## config.mk

```make
export PLATFORM = sky130hd
export DESIGN_NAME = sorted_priority_message_queue
export DESIGN_NICKNAME = d
export VERILOG_FILES = /design/src/design/spmq_pkg.sv /design/src/design/spmq_sequencer.sv /design/src/design/spmq_datapath.sv /design/src/design/sorted_priority_message_queue.sv
export SDC_FILE = /design/constraint.sdc
export NUM_CORES = 1
export LEC_CHECK = 0
export BUFFER_PORTS_ARGS = -buffer_cell sky130_fd_sc_hd__clkbuf_2
export CORE_UTILIZATION = 43
export CTS_CLUSTER_SIZE = 16
export DETAILED_ROUTE_END_ITERATION = 10
export PLACE_DENSITY = 0.68
export SYNTH_ARGS = -nofsm -noshare
export SYNTH_HDL_FRONTEND = slang
export SYNTH_SLANG_ARGS = --single-unit
```

## constraint.sdc

```tcl
create_clock -name clk -period 12.93 [get_ports clk]
set_input_delay 0.6465 -clock clk [delete_from_list [all_inputs] [get_ports clk]]
set_output_delay 0.6465 -clock clk [all_outputs]
set_load 0.01 [all_outputs]
```

## src/design/spmq_pkg.sv

```systemverilog
// ----------------------------------------------------------------------------
// spmq_pkg
// Shared sizes, status codes and microcode field types for the sorted
// priority message queue.
// ----------------------------------------------------------------------------
package spmq_pkg;

  localparam int DEPTH         = 16;
  localparam int PRIO_WIDTH    = 8;
  localparam int PAYLOAD_WIDTH = 32;
  localparam int ADDR_W        = $clog2(DEPTH);
  localparam int CNT_W         = $clog2(DEPTH + 1);
  localparam int STEP_W        = 4;

  // item status
  localparam logic [1:0] ST_INSERTED = 2'd0;
  localparam logic [1:0] ST_FULL     = 2'd1;
  localparam logic [1:0] ST_POPPED   = 2'd2;
  localparam logic [1:0] ST_EMPTY    = 2'd3;

  // input opcode
  localparam logic FUNC_INSERT = 1'b0;
  localparam logic FUNC_POP    = 1'b1;

  // wait field
  localparam logic [1:0] W_NONE = 2'd0;
  localparam logic [1:0] W_ITEM = 2'd1;
  localparam logic [1:0] W_OUT  = 2'd2;

  // jump field
  localparam logic [1:0] J_NEXT   = 2'd0;
  localparam logic [1:0] J_ALWAYS = 2'd1;
  localparam logic [1:0] J_IF     = 2'd2;

  // condition select
  localparam logic [2:0] CD_POP      = 3'd0;
  localparam logic [2:0] CD_FULL     = 3'd1;
  localparam logic [2:0] CD_EMPTY    = 3'd2;
  localparam logic [2:0] CD_PTR_ZERO = 3'd3;
  localparam logic [2:0] CD_NOT_LESS = 3'd4;
  localparam logic [2:0] CD_PTR_END  = 3'd5;

  // memory address select
  localparam logic [1:0] A_ZERO   = 2'd0;
  localparam logic [1:0] A_PTR    = 2'd1;
  localparam logic [1:0] A_PTR_M1 = 2'd2;

  // pointer update
  localparam logic [2:0] P_HOLD  = 3'd0;
  localparam logic [2:0] P_COUNT = 3'd1;
  localparam logic [2:0] P_ONE   = 3'd2;
  localparam logic [2:0] P_DEC   = 3'd3;
  localparam logic [2:0] P_INC   = 3'd4;

  // count update
  localparam logic [1:0] N_HOLD = 2'd0;
  localparam logic [1:0] N_INC  = 2'd1;
  localparam logic [1:0] N_DEC  = 2'd2;

  typedef struct packed {
    logic [1:0]        wait_on;
    logic [1:0]        jump;
    logic [2:0]        cond;
    logic [STEP_W-1:0] target;
    logic              rd_en;
    logic [1:0]        rd_addr;
    logic              wr_en;
    logic              wr_new;
    logic [1:0]        wr_addr;
    logic [2:0]        ptr_op;
    logic [1:0]        cnt_op;
    logic              load_in;
    logic              load_head;
    logic              emit;
    logic [1:0]        emit_status;
  } ctrl_t;

  typedef struct packed {
    logic item_valid;
    logic out_free;
    logic pop;
    logic full;
    logic empty;
    logic ptr_zero;
    logic not_less;
    logic ptr_end;
  } flags_t;

endpackage

```

## src/design/spmq_sequencer.sv

```systemverilog
// ----------------------------------------------------------------------------
// spmq_sequencer
// Step counter, microcode ROM and jump logic. One control word per step.
// ----------------------------------------------------------------------------
module spmq_sequencer (
  input  logic                   clk,
  input  logic                   rst,
  input  spmq_pkg::flags_t       flags,
  output spmq_pkg::ctrl_t        ctrl,
  output logic                   go
);

  localparam logic [spmq_pkg::STEP_W-1:0] S_IDLE      = 4'd0;
  localparam logic [spmq_pkg::STEP_W-1:0] S_INS_FULL  = 4'd1;
  localparam logic [spmq_pkg::STEP_W-1:0] S_INS_TEST  = 4'd2;
  localparam logic [spmq_pkg::STEP_W-1:0] S_INS_READ  = 4'd3;
  localparam logic [spmq_pkg::STEP_W-1:0] S_INS_CMP   = 4'd4;
  localparam logic [spmq_pkg::STEP_W-1:0] S_INS_SHIFT = 4'd5;
  localparam logic [spmq_pkg::STEP_W-1:0] S_INS_PLACE = 4'd6;
  localparam logic [spmq_pkg::STEP_W-1:0] S_INS_REJ   = 4'd7;
  localparam logic [spmq_pkg::STEP_W-1:0] S_POP_CHK   = 4'd8;
  localparam logic [spmq_pkg::STEP_W-1:0] S_POP_HEAD  = 4'd9;
  localparam logic [spmq_pkg::STEP_W-1:0] S_POP_CAP   = 4'd10;
  localparam logic [spmq_pkg::STEP_W-1:0] S_POP_TEST  = 4'd11;
  localparam logic [spmq_pkg::STEP_W-1:0] S_POP_READ  = 4'd12;
  localparam logic [spmq_pkg::STEP_W-1:0] S_POP_MOVE  = 4'd13;
  localparam logic [spmq_pkg::STEP_W-1:0] S_POP_DONE  = 4'd14;
  localparam logic [spmq_pkg::STEP_W-1:0] S_POP_EMPTY = 4'd15;

  function automatic spmq_pkg::ctrl_t ucode(input logic [spmq_pkg::STEP_W-1:0] s);
    spmq_pkg::ctrl_t c;
    c = '0;
    unique case (s)
      S_IDLE: begin
        c.wait_on = spmq_pkg::W_ITEM;
        c.load_in = 1'b1;
        c.ptr_op  = spmq_pkg::P_COUNT;
        c.jump    = spmq_pkg::J_IF;
        c.cond    = spmq_pkg::CD_POP;
        c.target  = S_POP_CHK;
      end
      S_INS_FULL: begin
        c.jump   = spmq_pkg::J_IF;
        c.cond   = spmq_pkg::CD_FULL;
        c.target = S_INS_REJ;
      end
      S_INS_TEST: begin
        c.jump   = spmq_pkg::J_IF;
        c.cond   = spmq_pkg::CD_PTR_ZERO;
        c.target = S_INS_PLACE;
      end
      S_INS_READ: begin
        c.rd_en   = 1'b1;
        c.rd_addr = spmq_pkg::A_PTR_M1;
      end
      S_INS_CMP: begin
        c.jump   = spmq_pkg::J_IF;
        c.cond   = spmq_pkg::CD_NOT_LESS;
        c.target = S_INS_PLACE;
      end
      S_INS_SHIFT: begin
        c.wr_en   = 1'b1;
        c.wr_addr = spmq_pkg::A_PTR;
        c.ptr_op  = spmq_pkg::P_DEC;
        c.jump    = spmq_pkg::J_ALWAYS;
        c.target  = S_INS_TEST;
      end
      S_INS_PLACE: begin
        c.wait_on     = spmq_pkg::W_OUT;
        c.wr_en       = 1'b1;
        c.wr_new      = 1'b1;
        c.wr_addr     = spmq_pkg::A_PTR;
        c.cnt_op      = spmq_pkg::N_INC;
        c.emit        = 1'b1;
        c.emit_status = spmq_pkg::ST_INSERTED;
        c.jump        = spmq_pkg::J_ALWAYS;
        c.target      = S_IDLE;
      end
      S_INS_REJ: begin
        c.wait_on     = spmq_pkg::W_OUT;
        c.emit        = 1'b1;
        c.emit_status = spmq_pkg::ST_FULL;
        c.jump        = spmq_pkg::J_ALWAYS;
        c.target      = S_IDLE;
      end
      S_POP_CHK: begin
        c.jump   = spmq_pkg::J_IF;
        c.cond   = spmq_pkg::CD_EMPTY;
        c.target = S_POP_EMPTY;
      end
      S_POP_HEAD: begin
        c.rd_en   = 1'b1;
        c.rd_addr = spmq_pkg::A_ZERO;
        c.ptr_op  = spmq_pkg::P_ONE;
      end
      S_POP_CAP: begin
        c.load_head = 1'b1;
      end
      S_POP_TEST: begin
        c.jump   = spmq_pkg::J_IF;
        c.cond   = spmq_pkg::CD_PTR_END;
        c.target = S_POP_DONE;
      end
      S_POP_READ: begin
        c.rd_en   = 1'b1;
        c.rd_addr = spmq_pkg::A_PTR;
      end
      S_POP_MOVE: begin
        c.wr_en   = 1'b1;
        c.wr_addr = spmq_pkg::A_PTR_M1;
        c.ptr_op  = spmq_pkg::P_INC;
        c.jump    = spmq_pkg::J_ALWAYS;
        c.target  = S_POP_TEST;
      end
      S_POP_DONE: begin
        c.wait_on     = spmq_pkg::W_OUT;
        c.cnt_op      = spmq_pkg::N_DEC;
        c.emit        = 1'b1;
        c.emit_status = spmq_pkg::ST_POPPED;
        c.jump        = spmq_pkg::J_ALWAYS;
        c.target      = S_IDLE;
      end
      S_POP_EMPTY: begin
        c.wait_on     = spmq_pkg::W_OUT;
        c.emit        = 1'b1;
        c.emit_status = spmq_pkg::ST_EMPTY;
        c.jump        = spmq_pkg::J_ALWAYS;
        c.target      = S_IDLE;
      end
      default: c = '0;
    endcase
    return c;
  endfunction

  logic [spmq_pkg::STEP_W-1:0] step;
  logic [spmq_pkg::STEP_W-1:0] step_next;
  logic                        cond_true;

  assign ctrl = ucode(step);

  always_comb begin
    unique case (ctrl.cond)
      spmq_pkg::CD_POP:      cond_true = flags.pop;
      spmq_pkg::CD_FULL:     cond_true = flags.full;
      spmq_pkg::CD_EMPTY:    cond_true = flags.empty;
      spmq_pkg::CD_PTR_ZERO: cond_true = flags.ptr_zero;
      spmq_pkg::CD_NOT_LESS: cond_true = flags.not_less;
      spmq_pkg::CD_PTR_END:  cond_true = flags.ptr_end;
      default:               cond_true = 1'b0;
    endcase
  end

  always_comb begin
    unique case (ctrl.wait_on)
      spmq_pkg::W_ITEM: go = flags.item_valid;
      spmq_pkg::W_OUT:  go = flags.out_free;
      default:          go = 1'b1;
    endcase
  end

  always_comb begin
    step_next = step;
    if (go) begin
      unique case (ctrl.jump)
        spmq_pkg::J_ALWAYS: step_next = ctrl.target;
        spmq_pkg::J_IF:     step_next = cond_true ? ctrl.target : step + 1'b1;
        default:            step_next = step + 1'b1;
      endcase
    end
  end

  always_ff @(posedge clk) begin
    if (rst) begin
      step <= S_IDLE;
    end else begin
      step <= step_next;
    end
  end

  a_item_only_idle: assert property (@(posedge clk) disable iff (rst)
    (ctrl.wait_on == spmq_pkg::W_ITEM) |-> (step == S_IDLE))
    else $error("item wait outside idle step");

  a_emit_returns_idle: assert property (@(posedge clk) disable iff (rst)
    (ctrl.emit && go) |=> (step == S_IDLE))
    else $error("sequencer did not return to idle after result");

endmodule

```

## src/design/spmq_datapath.sv

```systemverilog
// ----------------------------------------------------------------------------
// spmq_datapath
// Slot memory, pointer and count registers, input latch and result register,
// all driven by the current control word.
// ----------------------------------------------------------------------------
module spmq_datapath (
  input  logic                                clk,
  input  logic                                rst,
  input  spmq_pkg::ctrl_t                     ctrl,
  input  logic                                go,
  input  logic                                in_valid,
  input  logic                                func,
  input  logic [spmq_pkg::PRIO_WIDTH-1:0]     entry_priority,
  input  logic [spmq_pkg::PAYLOAD_WIDTH-1:0]  entry_payload,
  input  logic                                out_stall,
  output spmq_pkg::flags_t                    flags,
  output logic                                out_valid,
  output logic [1:0]                          status,
  output logic [spmq_pkg::PRIO_WIDTH-1:0]     out_priority,
  output logic [spmq_pkg::PAYLOAD_WIDTH-1:0]  out_payload,
  output logic [spmq_pkg::CNT_W-1:0]          occupancy
);

  logic [spmq_pkg::PRIO_WIDTH-1:0]    slot_priority [spmq_pkg::DEPTH];
  logic [spmq_pkg::PAYLOAD_WIDTH-1:0] slot_payload  [spmq_pkg::DEPTH];

  logic [spmq_pkg::PRIO_WIDTH-1:0]    in_prio;
  logic [spmq_pkg::PAYLOAD_WIDTH-1:0] in_pay;
  logic [spmq_pkg::PRIO_WIDTH-1:0]    rd_prio;
  logic [spmq_pkg::PAYLOAD_WIDTH-1:0] rd_pay;
  logic [spmq_pkg::PRIO_WIDTH-1:0]    head_prio;
  logic [spmq_pkg::PAYLOAD_WIDTH-1:0] head_pay;
  logic [spmq_pkg::CNT_W-1:0]         ptr;
  logic [spmq_pkg::CNT_W-1:0]         ptr_next;
  logic [spmq_pkg::CNT_W-1:0]         ptr_m1;
  logic [spmq_pkg::CNT_W-1:0]         count;
  logic [spmq_pkg::CNT_W-1:0]         count_next;
  logic [spmq_pkg::ADDR_W-1:0]        rd_idx;
  logic [spmq_pkg::ADDR_W-1:0]        wr_idx;
  logic [spmq_pkg::PRIO_WIDTH-1:0]    wr_prio;
  logic [spmq_pkg::PAYLOAD_WIDTH-1:0] wr_pay;

  assign ptr_m1 = ptr - 1'b1;

  function automatic logic [spmq_pkg::ADDR_W-1:0] sel_addr(
    input logic [1:0]                 a,
    input logic [spmq_pkg::CNT_W-1:0] p,
    input logic [spmq_pkg::CNT_W-1:0] pm1
  );
    logic [spmq_pkg::ADDR_W-1:0] r;
    r = '0;
    unique case (a)
      spmq_pkg::A_PTR:    r = p[spmq_pkg::ADDR_W-1:0];
      spmq_pkg::A_PTR_M1: r = pm1[spmq_pkg::ADDR_W-1:0];
      default:            r = '0;
    endcase
    return r;
  endfunction

  assign rd_idx  = sel_addr(ctrl.rd_addr, ptr, ptr_m1);
  assign wr_idx  = sel_addr(ctrl.wr_addr, ptr, ptr_m1);
  assign wr_prio = ctrl.wr_new ? in_prio : rd_prio;
  assign wr_pay  = ctrl.wr_new ? in_pay  : rd_pay;

  always_ff @(posedge clk) begin
    if (go && ctrl.wr_en) begin
      slot_priority[wr_idx] <= wr_prio;
      slot_payload[wr_idx]  <= wr_pay;
    end
    if (go && ctrl.rd_en) begin
      rd_prio <= slot_priority[rd_idx];
      rd_pay  <= slot_payload[rd_idx];
    end
  end

  always_comb begin
    ptr_next = ptr;
    if (go) begin
      unique case (ctrl.ptr_op)
        spmq_pkg::P_COUNT: ptr_next = count;
        spmq_pkg::P_ONE:   ptr_next = spmq_pkg::CNT_W'(1);
        spmq_pkg::P_DEC:   ptr_next = ptr_m1;
        spmq_pkg::P_INC:   ptr_next = ptr + 1'b1;
        default:           ptr_next = ptr;
      endcase
    end
  end

  always_comb begin
    count_next = count;
    if (go) begin
      unique case (ctrl.cnt_op)
        spmq_pkg::N_INC: count_next = count + 1'b1;
        spmq_pkg::N_DEC: count_next = count - 1'b1;
        default:         count_next = count;
      endcase
    end
  end

  always_ff @(posedge clk) begin
    if (rst) begin
      count <= '0;
      ptr   <= '0;
    end else begin
      count <= count_next;
      ptr   <= ptr_next;
    end
  end

  always_ff @(posedge clk) begin
    if (go && ctrl.load_in) begin
      in_prio <= entry_priority;
      in_pay  <= entry_payload;
    end
    if (go && ctrl.load_head) begin
      head_prio <= rd_prio;
      head_pay  <= rd_pay;
    end
  end

  always_ff @(posedge clk) begin
    if (rst) begin
      out_valid <= 1'b0;
    end else if (go && ctrl.emit) begin
      out_valid <= 1'b1;
    end else if (!out_stall) begin
      out_valid <= 1'b0;
    end
  end

  always_ff @(posedge clk) begin
    if (go && ctrl.emit) begin
      status    <= ctrl.emit_status;
      occupancy <= count_next;
      if (ctrl.emit_status == spmq_pkg::ST_POPPED) begin
        out_priority <= head_prio;
        out_payload  <= head_pay;
      end else begin
        out_priority <= '0;
        out_payload  <= '0;
      end
    end
  end

  assign flags.item_valid = in_valid;
  assign flags.out_free   = !out_valid || !out_stall;
  assign flags.pop        = (func == spmq_pkg::FUNC_POP);
  assign flags.full       = (count == spmq_pkg::CNT_W'(spmq_pkg::DEPTH));
  assign flags.empty      = (count == '0);
  assign flags.ptr_zero   = (ptr == '0);
  assign flags.not_less   = !(rd_prio < in_prio);
  assign flags.ptr_end    = (ptr >= count);

  a_count_bounded: assert property (@(posedge clk) disable iff (rst)
    count <= spmq_pkg::CNT_W'(spmq_pkg::DEPTH))
    else $error("occupancy above depth");

  a_pop_not_empty: assert property (@(posedge clk) disable iff (rst)
    (go && ctrl.emit && ctrl.emit_status == spmq_pkg::ST_POPPED) |-> (count != '0))
    else $error("pop result from empty queue");

  a_no_pop_zero: assert property (@(posedge clk) disable iff (rst)
    (out_valid && status != spmq_pkg::ST_POPPED) |-> (out_priority == '0 && out_payload == '0))
    else $error("nonzero entry on a result without pop");

  a_write_in_range: assert property (@(posedge clk) disable iff (rst)
    (go && ctrl.wr_en) |-> (ptr < spmq_pkg::CNT_W'(spmq_pkg::DEPTH) || ctrl.wr_addr == spmq_pkg::A_PTR_M1))
    else $error("slot write beyond depth");

endmodule

```

## src/design/sorted_priority_message_queue.sv

```systemverilog
// ----------------------------------------------------------------------------
// sorted_priority_message_queue
// Bounded priority queue kept sorted in a slot memory, highest priority in
// slot 0, equal priorities in arrival order. A microcoded sequencer walks the
// slot memory one entry at a time for inserts and pops.
//
//   channel | ports                                     | handshake
//   --------+-------------------------------------------+--------------------
//   in      | func, entry_priority, entry_payload       | in_valid / in_stall
//   out     | status, out_priority, out_payload,        | out_valid/out_stall
//           | occupancy                                 |
//
// One microcode step per cycle unless a step waits on an item or output;
// the slot memory's registered read sets the pace. Insert: idle, full
// check, then test, read, compare and shift per entry, then place; a full
// queue goes to reject. Pop: idle, empty check, head read and capture,
// then test, read and move per entry, then done; an empty queue goes to empty.
// rst clears the step counter, count and result valid; slots need no clearing.
// A stalled result holds the sequencer in its next result step; the next item is
// taken while the result waits to be taken.
// ----------------------------------------------------------------------------
module sorted_priority_message_queue (
  input  logic                                clk,
  input  logic                                rst,
  input  logic                                in_valid,
  output logic                                in_stall,
  input  logic                                func,
  input  logic [spmq_pkg::PRIO_WIDTH-1:0]     entry_priority,
  input  logic [spmq_pkg::PAYLOAD_WIDTH-1:0]  entry_payload,
  output logic                                out_valid,
  input  logic                                out_stall,
  output logic [1:0]                          status,
  output logic [spmq_pkg::PRIO_WIDTH-1:0]     out_priority,
  output logic [spmq_pkg::PAYLOAD_WIDTH-1:0]  out_payload,
  output logic [spmq_pkg::CNT_W-1:0]          occupancy
);

  spmq_pkg::ctrl_t  ctrl;
  spmq_pkg::flags_t flags;
  logic             go;

  assign in_stall = (ctrl.wait_on != spmq_pkg::W_ITEM);

  spmq_sequencer u_seq (
    .clk   (clk),
    .rst   (rst),
    .flags (flags),
    .ctrl  (ctrl),
    .go    (go)
  );

  spmq_datapath u_dp (
    .clk            (clk),
    .rst            (rst),
    .ctrl           (ctrl),
    .go             (go),
    .in_valid       (in_valid),
    .func           (func),
    .entry_priority (entry_priority),
    .entry_payload  (entry_payload),
    .out_stall      (out_stall),
    .flags          (flags),
    .out_valid      (out_valid),
    .status         (status),
    .out_priority   (out_priority),
    .out_payload    (out_payload),
    .occupancy      (occupancy)
  );

endmodule
```

==> Word level (Yosys, flattened, before mapping) <==
Memory sizes are Yosys's and may differ from the RTL's. A register that Yosys moved wholly into a read port is not among the register bits.
Index checks and enable logic that the tools add are counted.
Widths: inputs -> output; s select.
{ "classes": {"n_addsub": 5, "order_cmp": 2, "n_eq_ne": 38, "muxes": 28, "n_reduce_logical": 21} }
{ "ops": {"columns": ["operator", "count"], "rows": [
  ["$eq 4x4->1 const B", 8],
  ["$mux 32", 1],
  ["$pmux 4 s7", 1],
  ["$pmux 3 s4", 2],
  ["$pmux 4 s2", 3],
  ["$pmux 5 s4", 1],
  ["$eq 4x3->1 const B", 4],
  ["$pmux 2 s2", 4],
  ["$pmux 3 s5", 1],
  ["$eq 2x2->1 const B", 6],
  ["$eq 3x2->1 const B", 4],
  ["$reduce_or 6->1", 2],
  ["$add 5x1->5 const B", 2],
  ["$eq 2x1->1 const B", 5],
  ["$logic_not 5->1", 2],
  ["$pmux 5 s2", 1],
  ["$sub 5x1->5 const B", 2],
  ["$eq 3x3->1 const B", 3],
  ["$pmux 3 s3", 1],
  ["$eq 4x2->1 const B", 2],
  ["$lt 8x8->1", 1],
  ["$mux 1", 8],
  ["$mux 8", 1],
  ["$eq 3x1->1 const B", 2],
  ["19 further kinds", 27]
]} }
{ "word_totals": {"ff_bits": 142, "ramBits": 640, "input_bits": 45, "output_inout_bits": 49, "word_cells": 108, "n_memories": 2} }
{ "mem_list": {"columns": ["memory", "words", "width", "read_ports", "rd_clocked_by_memory_dff", "write_ports", "line_no", "rtl"], "rows": [
  ["u_dp.slot_payload", 16, 32, 1, 1, 1, "spmq_datapath.sv:25", "logic [spmq_pkg::PAYLOAD_WIDTH-1:0] slot_payload [spmq_pkg::DEPTH];"],
  ["u_dp.slot_priority", 16, 8, 1, 1, 1, "spmq_datapath.sv:24", "logic [spmq_pkg::PRIO_WIDTH-1:0] slot_priority [spmq_pkg::DEPTH];"]
]} }

==> Depth between registers and ports, before layout <==
Gate-level depths: netlist (run 1).
{ "logic_depth": {"word_depth": 8, "depth_mapped": 15, "ltp_nobuf": 12} }

==> Modules after synthesis <==
From an unflattened synthesis (run 1), not the netlist that was laid out.
{ "hier_totals": {"cells_unflattened": 1622, "area_unflattened_um2": 32633.8} }
{ "modules_own_cells": {"columns": ["module", "instances", "cells_per_inst", "area_per_inst_um2", "seq_area_each_um2"], "rows": [
  ["spmq_datapath", 1, 1483, 31629.1, 24453.5],
  ["spmq_sequencer", 1, 138, 998.5, 80.1],
  ["sorted_priority_message_queue", 1, 1, 6.3, 0.0]
]} }

==> Least setup slack after synthesis (run 1) <==
No wires, ideal clock.
{ "synth_timing": {"kind": "reg2reg", "startpoint": "register u_seq.step[0] (netlist name)", "endpoint": "register u_dp.head_pay[0] (netlist name) (enable)", "setup_time_ns": 0.487, "arrival_time_ns": 4.253, "t_required_ns": 12.443, "slack_ns": 8.190, "path_stages_with_launch": 8, "n_path_buf": 1, "synth_period_minus_slack_ns": 4.740, "path_cell_list": "dfxtp_1 ha_1 clkbuf_1 nor2_1 nor2_1 ha_1 a221oi_2 nor3_1"} }
{ "synth_via": {"elab_chain_cells": 6, "word_cells_on_any_way": 13, "cone_classes": "eq/ne (7); mux (3); reduce/logical (3)"} }
{ "synth_lines": {"columns": ["element", "line_no", "rtl"], "rows": [
  ["start: declaration", "spmq_sequencer.sv:135", "logic [spmq_pkg::STEP_W-1:0] step;"],
  ["start signal: assignment", "spmq_sequencer.sv:176", "step <= step_next;"],
  ["$eq 4x3->1 / $eq 4x4->1 (equally long branches)", "spmq_sequencer.sv:33", "unique case (s)"],
  ["$reduce_or 4->1 (no line)", null, null],
  ["$pmux 2 s2", "spmq_sequencer.sv:33", null],
  ["$eq 2x2->1 / $eq 2x1->1 (equally long branches)", "spmq_sequencer.sv:154", "unique case (ctrl.wait_on)"],
  ["$pmux 1 s2", "spmq_sequencer.sv:154", null],
  ["$logic_and 1x1->1 (*)", "spmq_datapath.sv:115", "if (go && ctrl.load_head) begin"],
  ["end signal: assignment", "spmq_datapath.sv:117", "head_pay <= rd_pay;"],
  ["end: declaration", "spmq_datapath.sv:32", "logic [spmq_pkg::PAYLOAD_WIDTH-1:0] head_pay;"]
]} }
Mark *: on every way between the ends. The rest lies on a longest branch, timed or not.
A chain may end at the register's enable or synchronous reset.

==> Final worst setup path (run 1) <==
{ "layout_timing": {"startpoint": "register u_seq.step[3] (netlist name)", "endpoint": "register u_dp.rd_pay[3] (netlist name), read port of u_dp.slot_payload, data pin"} }
{ "layout_via": {"elab_chain_cells": 6, "word_cells_on_any_way": 18, "cone_classes": "eq/ne (11); mux (4); reduce/logical (3)"} }
{ "layout_lines": {"columns": ["element", "line_no", "rtl"], "rows": [
  ["$eq 4x3->1 / $eq 4x4->1 (equally long branches)", "spmq_sequencer.sv:33", null],
  ["$reduce_or 4->1 (no line)", null, null],
  ["$pmux 2 s2", "spmq_sequencer.sv:33", null],
  ["$eq 2x2->1 / $eq 2x1->1 (equally long branches)", "spmq_sequencer.sv:154", null],
  ["$pmux 1 s2", "spmq_sequencer.sv:154", null],
  ["$logic_and 1x1->1", "spmq_datapath.sv:70", "if (go && ctrl.rd_en) begin"],
  ["end: declaration", "spmq_datapath.sv:30", "logic [spmq_pkg::PAYLOAD_WIDTH-1:0] rd_pay;"]
]} }
Several ways; a longest one is shown, not always the timed one.

==> results of run 1 <==
==> layout make-up <==
type | instances | share of cell area (%)
Clock buffer | 101 | 5.84
Clock inverter | 47 | 1.56
Inverter | 34 | 0.348
Multi-Input combinational cell | 621 | 20.1
Sequential cell | 822 | 66.8
Tap cell | 969 | 3.30
Timing Repair Buffer | 128 | 1.98
==> power by group through the flow <==
stage	Clock (W)	Sequential (W)	Combinational, W
after floorplan	0	0.00320	0.000434
after global placement	0	0.00323	0.000613
after detailed placement	0	0.00323	0.000631
after CTS	0.00243	0.00318	0.000637
after global routing	0.00253	0.00318	0.000692
final	0.00239	0.00317	0.000633
==> kinds of logic (layout without fill, tap and decap cells) <==
kind of cell | count (synthesis) | in the layout | synth area share (%)
AND/OR/NAND/NOR | 171 | 171 | 2.77
multiplexers | 322 | 322 | 16.4
buffers and inverters | 105 | 310 | 1.49
XOR/XNOR | 10 | 10 | 0.272
AO/OA/AOI/OAI | 86 | 86 | 1.77
adder cells (fa/ha/maj) | 32 | 32 | 1.26
flip-flops | 822 | 822 | 76.1
==> metal layers <==
layer / GRT usage, % / share of wire, % / vias to the layer above
li1: - / - / 6582
met1: 24.1 / 43 / 8010
met2: 29.5 / 50 / 491
met3: 2.66 / 5.3 / 109
met4: 5.58 / 2.0 / 0
met5: 0 / 0 / -
==> metrics by stage <==
| step | cells | instance area (um^2) |
|---|---|---|
| finish | 2722 | 36700 |
| global placement | 2574 | 34000 |
| floorplan | 1548 | 32300 |
| CTS | 2722 | 36700 |
| detailed placement | 2574 | 34000 |
| global route | 2722 | 36700 |
==> state kept, by name (all words and copies together), names as in the netlist <==
name,count
u_dp.rd_prio,8
u_seq.step,4
u_dp.slot_priority,128
u_dp.occupancy,5
u_dp.in_prio,8
u_dp.in_pay,32
u_dp.count,5
u_dp.out_priority,8
u_dp.head_prio,8
u_dp.ptr,5
u_dp.slot_payload,512
u_dp.out_valid,1
u_dp.out_payload,32
u_dp.head_pay,32
u_dp.rd_pay,32
u_dp.status,2
==> critical path: cells and delay by family (launching register included) <==
family / cells / cell delay [ns]
adder cells (fa/ha/maj): 1 / 0.28
flip-flops: 1 / 0.91
AND/OR/NAND/NOR: 1 / 0.31
buffers and inverters: 3 / 1.83
multiplexers: 4 / 1.70
==> synth_stat cells, drive strengths merged, types with 2 or more instances <==
cell	count
clkbuf	17
nor3	7
and3	8
and2	48
mux2i	127
a22oi	2
o21ai	25
nor4	2
a21oi	17
o31ai	5
nand4	5
dfxtp	15
a221oi	5
a211oi	6
a31oi	3
buf	54
nor2	36
a21o	10
inv	34
ha	31
nand3b	4
nand2	36
mux4	160
mux2	35
edfxtp	807
o21a	3
xnor2	9
nor2b	12
nor3b	2
nand3	8
==> cells in the final DEF, fill, tap and decap left out, types with 8 or more instances in the layout <==
master	count
edfxtp_1	807
mux4_2	160
mux2i_1	126
clkbuf_2	93
clkbuf_16	83
and2_1	48
nand2_1	35
mux2_2	35
buf_4	35
inv_1	33
ha_1	31
nor2_1	22
o21ai_0	21
clkbuf_1	18
dfxtp_1	15
a21oi_1	14
nor2_4	14
clkinv_2	14
clkinv_1	13
nor2b_1	11
a21o_1	10
bufinv_16	10
xnor2_1	9
nand3_1	8
==> worst paths after layout <==
check / cells past startpoint / to / startpoint
worst min-delay path: 1 / u_dp.in_pay[0]$_DFFE_PP_ / entry_payload[0]
worst max register to register: 9 / u_dp.rd_pay[3]$_DFFE_PP_ / u_seq.step[3]$_SDFFE_PP0N_
worst max-delay path: 9 / u_dp.rd_pay[3]$_DFFE_PP_ / u_seq.step[3]$_SDFFE_PP0N_
worst min register to register: 0 / u_dp.head_prio[0]$_DFFE_PP_ / u_dp.rd_prio[0]$_DFFE_PP_
==> results by group, run 1 <==
Outcome
  – Outcome: finished, final reports clean

Die
  – Rows: 100
  – Core Area: 74300 um^2
  – Initial Util: 43.4%
  – Die Y-Extent: 276 um
  – Die area: 76100 um^2
  – IO Count: 94
  – Die X: 276 um

Final layout
  – Antenna Cells: 0
  – Area of the multi-input gates: 7400 um^2
  – FF+latch area: 24500 um^2
  – Layout fillers: 5946
  – Fraction of layout cells with a size suffix above 1: 26.9%
  – Layout area overhead: 13.8%
  – Fin util: 49.4%
  – Fin nets: 1767

CTS
  – Clk buf depth: 3
  – H-tree depth: 3
  – Total CTS buffers: 83
  – Hold_buf cts: 0
  – Number of setup buffers added after CTS: 0
  – CTS tree: built
  – Total of cells resized after clock tree synthesis: 0
  – Clock slew at reported path FFs: 0.06 ns
  – Clock latency on the worst-skew pair: 0.65 ns
  – CTS root buf: clkbuf_16
  – CTS sink count: 822

Placement
  – Worst setup slack after placement: 7.32 ns
  – Port Buffers: 93
  – DPL Wire Length: 35200 um
  – Placer Congestion: 0.801

Min path
  – Min-delay worst type: input pin to register

Routing
  – Vias per Instance: 5.58
  – Total wire length: 66300 um
  – Residual DRC: 0
  – DR iter-0 viols: 1335
  – WL/cell: 24.3 um
  – Vias: 15192
  – Routed Antenna Nets: 0
  – Number of detailed-route iterations in the first pass: 8

STA
  – Max Freq: 183 MHz
  – Worst-Margin Slew: 1.33 ns
  – Setup ws final: 7.48 ns
  – Slew headroom: 11.2%
  – Max-slew violations: 0
  – Final worst path period share: 42.1%
  – RSZ-0062 raised after global routing: false
  – Period minus WS final: 5.45 ns
  – Final hold violations: 0
  – Skew final: 0.0243 ns
  – Final hold slack: 0.175 ns
  – TNS Setup: 0 ns
  – Endpoints failing setup: 0

Global routing
  – Vias in the first global route: 15792
  – Largest net degree at the start of global routing: 67
  – Initial antenna violation count: 1
  – Global-route wire length before repair: 99300 um
  – Overflow after GRT: 0
  – Total track usage: 17.7%

Setup path
  – Flop-to-flop setup slack: 7.48 ns
  – Crit path max fanout: 52
  – Cells along the critical path: and3_1 > inv_1 > ha_1 > mux2i_4 > buf_4 > buf_4 > mux4_2 > mux2i_1 > mux2i_1
  – CP Launch Type: register
  – Worst path required time: 13.29 ns
  – Crit path capture type: register
  – Max incr delay on CP: 0.92 ns
  – Critical path's slowest cell: buf_4
  – Critical path arrival: 5.81 ns
  – Crit Path Category: register to register

Synth
  – Top cell type by total area after synthesis: edfxtp_1
  – Library cells used by synthesis: 54
  – Synth Flop Type: edfxtp_1
  – Async set-reset flop share out of synthesis: 0%
  – EDFF count, synth: 807
  – Yosys Warn Count: 0
  – Register area share after synthesis: 76.1%
  – Most area-consuming cells after synthesis: edfxtp_1, mux4_2, mux2i_1
  – Syn nets: 1625
  – Syn avg cell area: 20.8 um^2
  – Number of synthesized register bits: 822
  – Mapped Cells: 1548
  – Synth top area share: 75.1%
  – Synthesized area: 32300 um^2

Power and ir drop
  – Power Density: 169 nW/um^2
  – Clock network power share: 38.6%
  – Int Pwr: 0.00471 W
  – Worst vdd ir: 98.8 uV
  – Sw Pwr: 0.00149 W
  – Leakage: 11.5 nW
  – Total power: 0.00620 W
  – Switching share of power: 24.0%
  – Sequential Power Share: 51.2%
  – Gate power share: 10.2%

Run
  – Max-Cap Viols: 0
Note: power is estimated with default switching activity, not from simulation.
==> run 2, diff against run 1 <==
--- a/config.mk
+++ b/config.mk
@@ -5,11 +5,12 @@
 export SDC_FILE = /design/constraint.sdc
 export NUM_CORES = 1
 export LEC_CHECK = 0
+export ABC_AREA = 1
 export BUFFER_PORTS_ARGS = -buffer_cell sky130_fd_sc_hd__clkbuf_2
 export CORE_UTILIZATION = 43
 export CTS_CLUSTER_SIZE = 16
 export DETAILED_ROUTE_END_ITERATION = 10
-export PLACE_DENSITY = 0.68
+export PLACE_DENSITY = 0.7
 export SYNTH_ARGS = -nofsm -noshare
 export SYNTH_HDL_FRONTEND = slang
 export SYNTH_SLANG_ARGS = --single-unit
==> constraint.sdc (replaced) <==
create_clock -name clk -period 4.7 [get_ports clk]
set_input_delay 0.235 -clock clk [delete_from_list [all_inputs] [get_ports clk]]
set_output_delay 0.235 -clock clk [all_outputs]
set_load 0.01 [all_outputs]
==> run 2 against run 1 <==
  * Cell area up 5.6%
  * First-iteration DRC count is 46% higher
  * Combinational power rose to 5.0 times the previous value
  * Largest cell class unchanged
==> results by group, run 2 <==
Outcome
  – Outcome: finished, final reports clean

Die
  – Die X: 281 um (+1.9%)
  – Die area: 79000 um^2 (+3.9%)
  – Core Area: 76600 um^2 (+3.0%)
  – Die Y-Extent: 281 um (+1.9%)
  – IO Count: 94 (unchanged)
  – Rows: 101 (+1.0%)
  – Initial Util: 43.8% (+0.35 points)

Final layout
  – Largest register by flop count: u_dp.slot_payload
  – Final instance area: 38800 um^2 (+5.6%)
  – Most common cell after layout, fill and taps aside: edfxtp_1
  – Post-Layout Cell Count: 3894 (+43%)
  – Fraction of layout cells with a size suffix above 1: 11.1% (-16 points)
  – Area of the multi-input gates: 6890 um^2 (-6.9%)
  – Most frequent cells in the layout: edfxtp_1, inv_1, nand2_1, o21ai_0, a21oi_1
  – Antenna Cells: 0 (unchanged)
  – Layout area overhead: 15.7%
  – FF+latch area: 24500 um^2 (unchanged)
  – Fin nets: 2881 (+63%)
  – Fin util: 50.6% (+1.2 points)
  – Biggest regs: u_dp.slot_payload x512, u_dp.slot_priority x128
  – Largest register FFs: 512 (unchanged)
  – Layout fillers: 6475 (+8.9%)

Synth
  – Post-synthesis adder-cell area fraction: 1.22% (-0.047 points)
  – Count leader, synth: edfxtp_1
  – Async set-reset flop share out of synthesis: 0% (unchanged)
  – Syn nets: 2734 (+68%)
  – Mapped Cells: 2657 (+72%)
  – Synth cell count leaders: edfxtp_1, inv_1, nand2_1
  – Synth Flop Type: edfxtp_1
  – Largest family of logic cells by synthesized area: compound AO/OA/AOI/OAI gates
  – Register area share after synthesis: 73.2% (-2.8 points)
  – Post-synthesis simple-gate area fraction: 7.13% (+4.4 points)
  – Most area-consuming cells after synthesis: edfxtp_1, inv_1, nand2_1
  – Post-synthesis mux area share: 0% (-16 points)
  – Syn avg cell area: 12.6 um^2 (-39%)
  – Synth top area share: 72.3% (-2.8 points)
  – Top cell type by total area after synthesis: edfxtp_1
  – Library cells used by synthesis: 34 (-37%)
  – Yosys Warn Count: 0 (unchanged)
  – Xor/xnor share of the synthesized area: 0.183% (-0.089 points)
  – EDFF count, synth: 807 (unchanged)
  – Synthesized area: 33500 um^2 (+3.9%)
  – Synth Area in Compound Gates: 11.5% (+9.7 points)
  – Number of synthesized register bits: 822 (unchanged)

Routing
  – Residual DRC: 0 (unchanged)
  – Routed Antenna Nets: 0 (unchanged)
  – WL/cell: 19.0 um (-22%)
  – DR iter-0 viols: 1944 (+46%)
  – Number of detailed-route iterations in the first pass: 5 (-3)
  – Total wire length: 74000 um (+12%)
  – Vias: 20352 (+34%)
  – Vias per Instance: 5.23 (-6.4%)

Placement
  – DPL Wire Length: 42500 um (+21%)
  – Dpl cells: 3706 (+44%)
  – Placer Congestion: 0.823 (+2.7%)
  – Port Buffers: 93 (unchanged)
  – Post-DP Area: 35600 um^2 (+4.6%)

STA
  – Worst-Margin Slew: 1.33 ns (-0.00505 ns)
  – RSZ-0062 raised after global routing: false
  – Slew headroom: 11.4% (+0.13 points)
  – Final worst path period share: 84.9% (+43 points)
  – Max Freq: 251 MHz (+37%)
  – Max-slew violations: 0 (unchanged)
  – Final hold violations: 0 (unchanged)
  – TNS Setup: 0 ns (unchanged)
  – Period minus WS final: 3.99 ns (-1.46 ns)
  – Skew final: 0.0200 ns (-0.00432 ns)
  – Endpoints failing setup: 0 (unchanged)

Power and ir drop
  – Worst vdd ir: 262 uV (+170%)
  – Leakage: 14.6 nW (+27%)
  – Power Density: 489 nW/um^2 (+190%)
  – Switching share of power: 26.9% (+2.9 points)
  – Int Pwr: 0.0139 W (+190%)
  – Clock network power share: 35.6% (-3.0 points)
  – Sw Pwr: 0.00510 W (+240%)
  – Total power: 0.0190 W (+210%)
  – Sequential Power Share: 47.6% (-3.6 points)
  – Gate power share: 16.8% (+6.6 points)

Setup path
  – Crit path max fanout: 33 (-37%)
  – Crit Path Category: register to register
  – Critical path's slowest cell: nor2_4
  – CP delay by family, top: simple AND/OR/NAND/NOR gates
  – CP Launch Type: register
  – Crit path capture type: register
  – Critical path arrival: 4.32 ns (-1.49 ns)
  – Max incr delay on CP: 1.01 ns (+0.09 ns)
  – Worst path required time: 5.03 ns (-8.26 ns)
  – CP Buf/Inv Count: 5 (+2)
  – Cells along the critical path: inv_1 > ha_1 > o21ai_0 > inv_1 > ha_1 > nor2_1 > inv_1 > o21ai_0 > inv_1 > nand3_1 > nor2_4 > buf_4
  – Critical path's most frequent cell: inv_1

Min path
  – Min-delay worst type: input pin to register

CTS
  – H-tree depth: 3 (unchanged)
  – CTS sink count: 822 (unchanged)
  – Total CTS buffers: 83 (unchanged)
  – CTS tree: built
  – Total of cells resized after clock tree synthesis: 0 (unchanged)
  – Clk buf depth: 3 (unchanged)
  – Clock latency on the worst-skew pair: 0.62 ns (-0.03 ns)
  – Clock slew at reported path FFs: 0.06 ns (about the same)
  – CTS root buf: clkbuf_16

Global routing
  – Total track usage: 19.0% (+1.3 points)
  – Largest net degree at the start of global routing: 102 (+52%)
  – Initial antenna violation count: 0 (-1)
  – Vias in the first global route: 19551 (+24%)
  – Global-route wire length before repair: 115000 um (+15%)
  – Overflow after GRT: 0 (unchanged)

Run
  – Max-Cap Viols: 0 (unchanged)
==> run 2: worst min-delay path: stages <==
cell	delay [ns]
clkbuf_2	0.09
inv_1	0.04
nor2_1	0.05
nand3_1	0.07
nand3_1	0.08
nand2_1	0.06
nand2_1	0.04
a21oi_1	0.11
==> run 2: per-stage QoR <==
step                      hold WS, ns  worst slack, ns
after detailed placement        0.414            0.701
after CTS                       0.178            0.682
after global routing            0.275            0.423
after global placement          0.414            0.726
final                           0.222            0.712
after floorplan                 0.334           0.0822
==> run 2: cell type report <==
cell class	count	share of cell area, %
multi-input cells	1250	17.8
flip-flops and latches	822	63.3
clock inverters	53	1.59
clock buffers	92	5.55
well taps	1030	3.32
inverters	442	4.28
repair buffers	205	4.23
==> run 2: power groups by stage <==
stage | clock, W | sequential (W) | combinational (W)
after floorplan | 0 | 0.00913 | 0.00208
final | 0.00676 | 0.00902 | 0.00319
after global placement | 0 | 0.00917 | 0.00310
after detailed placement | 0 | 0.00917 | 0.00317
after global routing | 0.00715 | 0.00905 | 0.00355
after CTS | 0.00687 | 0.00902 | 0.00322
==> run 2: logic make-up after synthesis <==
group           after synthesis
compound gates              630
xor+xnor                      7
fa+ha+maj                    32
buf+inv                     585
flops                       822
simple gates                581
==> run 2: what timing repair did <==
item / in CTS / in global routing
setup buffers: 0 / 0
hold buffers: 43 / 0
endpoints found under the setup margin: 0 / 0
endpoints found under the hold margin: 49 / 0
==> run 2: final timing paths <==
check / start / slack, ns / to / depth (start not counted)
worst min register to register: u_dp.rd_pay[11]$_DFFE_PP_ / 0.45 / u_dp.head_pay[11]$_DFFE_PP_ / 0
worst max-delay path: u_seq.step[0]$_SDFFE_PP0N_ / 0.71 / u_dp.slot_payload[1][27]$_DFFE_PP_ / 12
worst max register to register: u_seq.step[0]$_SDFFE_PP0N_ / 0.71 / u_dp.slot_payload[1][27]$_DFFE_PP_ / 12
worst min-delay path: func / 0.22 / u_seq.step[1]$_SDFFE_PP0N_ / 8
==> run 2: layer usage <==
layer / part of all wire (%) / global-route usage [%] / up-vias
li1: - / - / 9721
met3: 5.5 / 2.56 / 118
met4: 2.6 / 6.29 / 0
met1: 43 / 25.6 / 9938
met5: 0 / 0 / -
met2: 49 / 31.8 / 575
